`src/hw/rtl/spar_pkg.sv`:
```
// spar_pkg: types and fixed constants of the sweep point average and ratio block
// no dependencies
`timescale 1ns / 1ps
package spar_pkg;
	localparam int W_SUM = 40;
	localparam int W_ACC = 82;
	localparam int W_DEN = 81;
	localparam int W_RES = 48;
	localparam int W_LIM = 17;

	localparam logic [1:0] REG_VPP = 2'd0;
	localparam logic [1:0] REG_PTS = 2'd1;
	localparam logic [1:0] REG_REFDIS = 2'd2;

	localparam logic signed [W_RES-1:0] POS48 = 48'sh7FFF_FFFF_FFFF;
	localparam logic signed [W_RES-1:0] NEG48 = 48'sh8000_0000_0000;

	typedef struct packed {
		logic [10:0] point_index;
		logic signed [31:0] fwd_a_re;
		logic signed [31:0] fwd_a_im;
		logic signed [31:0] rev_a_re;
		logic signed [31:0] rev_a_im;
		logic signed [31:0] fwd_b_re;
		logic signed [31:0] fwd_b_im;
		logic signed [31:0] rev_b_re;
		logic signed [31:0] rev_b_im;
	} spar_in_t;

	typedef struct packed {
		logic [9:0] done_index;
		logic signed [W_RES-1:0] refl_re;
		logic signed [W_RES-1:0] refl_im;
		logic signed [W_RES-1:0] thru_re;
		logic signed [W_RES-1:0] thru_im;
		logic sweep_end;
		logic ref_zero;
	} spar_out_t;

	typedef struct packed {
		logic start;
		logic signed [W_ACC-1:0] num;
		logic [W_DEN-1:0] den;
	} spar_div_req_t;

	typedef struct packed {
		logic done;
		logic signed [W_RES-1:0] quo;
	} spar_div_rsp_t;
endpackage

```
`src/hw/rtl/spar_div.sv`:
```
// spar_div: restoring divider, one quotient bit a cycle, signed scaled and saturated result
// depends on spar_pkg
`timescale 1ns / 1ps
module spar_div import spar_pkg::*; #(
	parameter int FRAC_BITS = 20
) (
	input logic clk,
	input logic arst_n,
	input spar_div_req_t req,
	output spar_div_rsp_t rsp
);
	localparam int NUMW = W_ACC - 1 + FRAC_BITS;
	localparam int CNTW = $clog2(NUMW);

	logic busy_q;
	logic done_q;
	logic neg_q;
	logic [CNTW-1:0] cnt_q;
	logic [NUMW-1:0] num_q;
	logic [NUMW-1:0] quo_q;
	logic [W_DEN-1:0] rem_q;
	logic [W_DEN-1:0] den_q;
	logic signed [W_RES-1:0] res_q;
	logic [W_ACC-2:0] mag;
	logic [W_DEN:0] rem_sh;
	logic ge;
	logic [NUMW-1:0] quo_nx;
	logic ovf_pos, ovf_neg;
	logic signed [W_RES-1:0] sat_res;

	assign rsp.done = done_q;
	assign rsp.quo = res_q;

	always_comb begin
		mag = req.num[W_ACC-1] ? (W_ACC-1)'(-req.num) : req.num[W_ACC-2:0];
		rem_sh = {rem_q, num_q[NUMW-1]};
		ge = rem_sh >= {1'b0, den_q};
		quo_nx = {quo_q[NUMW-2:0], ge};
		ovf_pos = |quo_nx[NUMW-1:W_RES-1];
		ovf_neg = (|quo_nx[NUMW-1:W_RES]) || (quo_nx[W_RES-1] && |quo_nx[W_RES-2:0]);
		if (neg_q) begin
			sat_res = ovf_neg ? NEG48 : -$signed(quo_nx[W_RES-1:0]);
		end else begin
			sat_res = ovf_pos ? POS48 : $signed(quo_nx[W_RES-1:0]);
		end
	end

	always_ff @(posedge clk or negedge arst_n) begin
		if (!arst_n) begin
			busy_q <= 1'b0;
			done_q <= 1'b0;
			cnt_q <= '0;
		end else begin
			done_q <= busy_q && !req.start && (cnt_q == '0);
			if (req.start) begin
				busy_q <= 1'b1;
				cnt_q <= CNTW'(NUMW - 1);
			end else if (busy_q) begin
				cnt_q <= cnt_q - 1'b1;
				if (cnt_q == '0) begin
					busy_q <= 1'b0;
				end
			end
		end
	end

	// datapath
	always_ff @(posedge clk) begin
		if (req.start) begin
			neg_q <= req.num[W_ACC-1];
			num_q <= {mag, {FRAC_BITS{1'b0}}};
			den_q <= req.den;
			rem_q <= '0;
			quo_q <= '0;
		end else if (busy_q) begin
			num_q <= {num_q[NUMW-2:0], 1'b0};
			rem_q <= ge ? W_DEN'(rem_sh - {1'b0, den_q}) : rem_sh[W_DEN-1:0];
			quo_q <= quo_nx;
			if (cnt_q == '0) begin
				res_q <= sat_res;
			end
		end
	end
endmodule

```
`config.mk`:
```
export PLATFORM = sky130hd
export DESIGN_NAME = spar_div
export DESIGN_NICKNAME = d
export VERILOG_FILES = /design/src/hw/rtl/spar_pkg.sv /design/src/hw/rtl/spar_div.sv
export SDC_FILE = /design/constraint.sdc
export NUM_CORES = 1
export LEC_CHECK = 0
export BUFFER_PORTS_ARGS = -buffer_cell sky130_fd_sc_hd__buf_2
export CORE_MARGIN = 2
export CORE_UTILIZATION = 35
export CTS_BUF_LIST = sky130_fd_sc_hd__clkbuf_8 sky130_fd_sc_hd__clkbuf_16
export DETAILED_ROUTE_END_ITERATION = 12
export SLEW_MARGIN = 25
export SYNTH_ARGS = -nofsm -noshare
export SYNTH_HDL_FRONTEND = slang
export SYNTH_SLANG_ARGS = --single-unit
```
`constraint.sdc`:
```
create_clock -name clk -period 6.85 [get_ports clk]
set_input_delay 0 -clock clk [delete_from_list [all_inputs] [get_ports clk]]
set_output_delay 0 -clock clk [all_outputs]
set_load 0.005 [all_outputs]
```
==> results.py <==
metrics = {
    "critical_path": {
        "start_kind": "register",
        "startpoint": "den_q[7]",
        "slowest_stage": "or4_1",
        "critPathRequiredTime_ns": 7.18,
        "timing.rr.end": "res_q[42]",
        "crit_chain": "inv_1 > ha_1 > a21o_1 > nor3_1 > a211o_1 > a2111oi_0 > o211ai_1 > a211oi_1 > or3_2 > inv_2 > ha_1 > or3b_2 > nand4bb_1 > or4_1 > or2_2 > or3_1 > nor3_1 > nor3_1 > a211o_1",
        "cpMostUsedCell": "nor3_1",
        "crit_fanout": 14,
        "crit-reg2reg-launch": "den_q[7]",
        "crit_path_max_incr_delay_ns": 0.63,
        "crit_type": "register to register",
        "crit_path_end": "res_q[42]",
        "reg2reg_slack_ns": 0.42,
        "worst_setup_path_end_kind": "register",
        "ff2ff_path_depth": 19,
        "worstPathArrival_ns": 6.76,
    },
    "global_routing": {
        "antenna_found_initial": 13,
        "grt_pass1_vias": 20500,
        "grt_first_pass_wirelength_um": 109000,
        "grt_max_degree": 165,
        "overflow": 0,
        "grt_usage_pct": 19.1,
    },
    "synth": {
        "syn_area_um2": 23400,
        "synth_cell_types": 81,
        "syn_inst": 2619,
        "synth_edf_count": 211,
        "seq_area_frac_synth_pct": 43.5,
        "synth_area_leaders": "edfxtp_1, dfxtp_1, nor2_1",
        "yosys_most_used_dff": "edfxtp_1",
        "synth_top_area_cell": "edfxtp_1",
        "avgSynthCellArea_um2": 8.94,
        "ys_warn_count": 0,
        "synth.ff_latch_count": 401,
        "syn_nets": 2871,
        "synth_top_area_share_pct": 27.1,
        "async_reset_ff_share_pct": 2.24,
    },
    "clock_network": {
        "cts.sinks": 401,
        "cts_tree": "done",
        "post_cts_buffers": 0,
        "cts_buffers": 48,
        "cts_max_level": 2,
        "root_buffer": "clkbuf_16",
        "cts_max_path_buffers": 3,
        "clock_latency_ns": 0.60,
        "path_clk_slew_ns": 0.06,
    },
    "floorplan": {
        "die_y_um": 263,
        "initial_core_util_pct": 35.5,
        "pin_count": 215,
        "core_region_area_um2": 66000,
        "die_area_um2": 69000,
        "rows": 94,
        "die_x_um": 263,
    },
    "power_and_ir_drop": {
        "power_frac_clock_pct": 26.5,
        "vdd_drop_max_uv": 255,
        "p_int_uw": 6110,
        "netSwitchingPower_uw": 3900,
        "power_density_nw_per_um2": 348,
        "p_comb_share_pct": 42.1,
        "p_leak_uw": 0.0123,
        "switching_share_pct": 38.9,
        "p_total_uw": 10000,
        "seqPwrFrac_pct": 31.4,
    },
    "place": {
        "place_congestion": 0.900,
        "io_buffer_count": 214,
        "dp_hpwl_um": 46200,
        "place_area_um2": 25100,
        "pre_cts_ws_ns": 0.167,
    },
    "timing": {
        "fin_ws_ns": 0.425,
        "clock.fmax_mhz": 156,
        "clock_skew_ns": 0.0302,
        "min_period_over_period_pct": 93.8,
        "setup_viol": 0,
        "slew_violations": 0,
        "final.setup.tns_ns": 0,
        "slew_headroom_pct": 20.9,
        "worst_slew_pin_slew_ns": 1.16,
        "finalCriticalPeriod_ns": 6.43,
        "rsz0062_at_grt": "false",
        "hold_violations": 0,
    },
    "routing": {
        "dr.pass1.iters": 5,
        "drt_wl_total_um": 67600,
        "ant_nets": 0,
        "drc": 0,
        "first_iter_violations": 1576,
        "wl_per_cell_um": 17.6,
        "vias": 20900,
        "via_per_inst": 5.45,
    },
    "cells_and_area": {
        "final_cell_mix": "nor2_1, nand2_1, a21oi_1",
        "mostFrequentLayoutCell": "nor2_1",
        "syn_to_final_growth_pct": 22.9,
        "nFillCells": 6317,
        "seqCellArea_um2": 10200,
        "drive_above_1_share_pct": 12.1,
        "nets": 3180,
        "multi_input_area_um2": 12200,
        "design_area_um2": 28800,
    },
    "job": {
        "cap_violations": 0,
    },
    "min_path": {
        "worstHoldPathType": "primary input to register",
    },
    "outcome": {
        "status": "finished, final reports clean",
    },
}
-- sequential cells by signal, indices dropped and copies added, names as in the netlist --
register / cells
busy_q: 1
cnt_q: 7
den_q: 81
done_q: 1
neg_q: 1
num_q: 81
quo_q: 100
rem_q: 81
res_q: 48
-- critical path: cells and delay by family, from the launching register on --
| family | cells | cell delay (ns) |
|---|---|---|
| simple gates | 9 | 3.30 |
| fa+ha+maj | 2 | 0.68 |
| flops | 1 | 0.34 |
| compound gates | 6 | 1.55 |
| buf+inv | 2 | 0.30 |
-- cell families (layout without fill, tap and decap cells) --
family	count (synthesis)	after routing	share of synthesized area (%)
AND/OR/NAND/NOR	918	918	18.2
flip-flops	401	401	43.5
AO/OA/AOI/OAI	660	660	18.3
multiplexers	120	120	5.19
other	0	6	0
adder cells (fa/ha/maj)	86	86	4.63
XOR/XNOR	147	147	5.50
buffers and inverters	287	636	4.70
-- synthesized netlist by cell type (8+ instances only) --
cell type	n
a311oi_1	46
dfrtp_1	9
o31ai_1	33
xor2_1	95
edfxtp_1	211
nand3_1	33
o21bai_1	21
inv_1	112
a211o_1	23
nand2_1	248
xnor2_1	52
dfxtp_1	181
ha_1	85
or4_1	15
nor2_1	336
a221o_1	10
a21oi_1	224
o21ai_0	119
nor2b_1	15
buf_1	20
clkbuf_1	147
nand2b_1	21
nor4_1	35
mux2_2	12
o21a_1	16
o41ai_1	18
or3_1	38
a21boi_0	9
a22oi_1	10
a211oi_1	20
nor3_1	66
and2_1	11
mux2i_1	108
or2_2	8
nand4_1	49
a21o_1	36
a31oi_1	20
and3_1	9
-- layout make-up --
class                      instances  area share (%)
antenna                            6          0.0522
timing repair buffer             433            11.3
tap                              864            3.75
sequential                       401            35.4
clock inverter                    39            1.37
inverter                         113            1.48
clock buffer                      51            4.39
multi-input combinational       1931            42.3
-- power groups by stage --
stage          combinational, uW  clock, uW  sequential (uW)
6_report                    4220       2650             3140
5_1_grt                     4700       2820             3180
4_1_cts                     4160       2730             3140
3_5_place_dp                4020          0             3180
3_3_place_gp                3980          0             3170
2_1_floorplan               3060          0             3120
-- per-stage QoR --
step           util [%]  cells  hold WS (ns)
2_1_floorplan         -   2619        -0.296
3_3_place_gp       38.0   3543        -0.134
3_5_place_dp       38.0   3543        -0.124
4_1_cts            43.6   3832        0.0842
5_1_grt            43.6   3837        0.0958
6_report           43.6   3838         0.111
-- metal layers --
| layer | part of all wire [%] | vias up | routed length (um) | track usage, % |
|---|---|---|---|---|
| met2 | 45 | 676 | 30500 | 30.2 |
| met4 | 2.4 | 12 | 1630 | 5.81 |
| li1 | - | 10100 | - | - |
| met1 | 47 | 9974 | 31500 | 26.7 |
| met3 | 5.8 | 118 | 3930 | 3.20 |
| met5 | 0.12 | - | 78 | 0 |
-- repair_timing --
action,in CTS,in global routing
hold buffers,199,0
endpoints found under the setup margin,0,6
gates resized for setup,0,3
hold endpoints to repair,193,0
-- worst min path at each step --
stage	from	end	slack [ns]	depth (start not counted)
finish	req[6]	den_q[6]	0.11	2
global route	req[16]	den_q[16]	0.1	2
CTS	req[10]	den_q[10]	0.08	2
detailed placement	arst_n	done_q	-0.12	1
global placement	arst_n	done_q	-0.13	1
floorplan	arst_n	busy_q	-0.30	0
(Power assumes the default switching activity.)
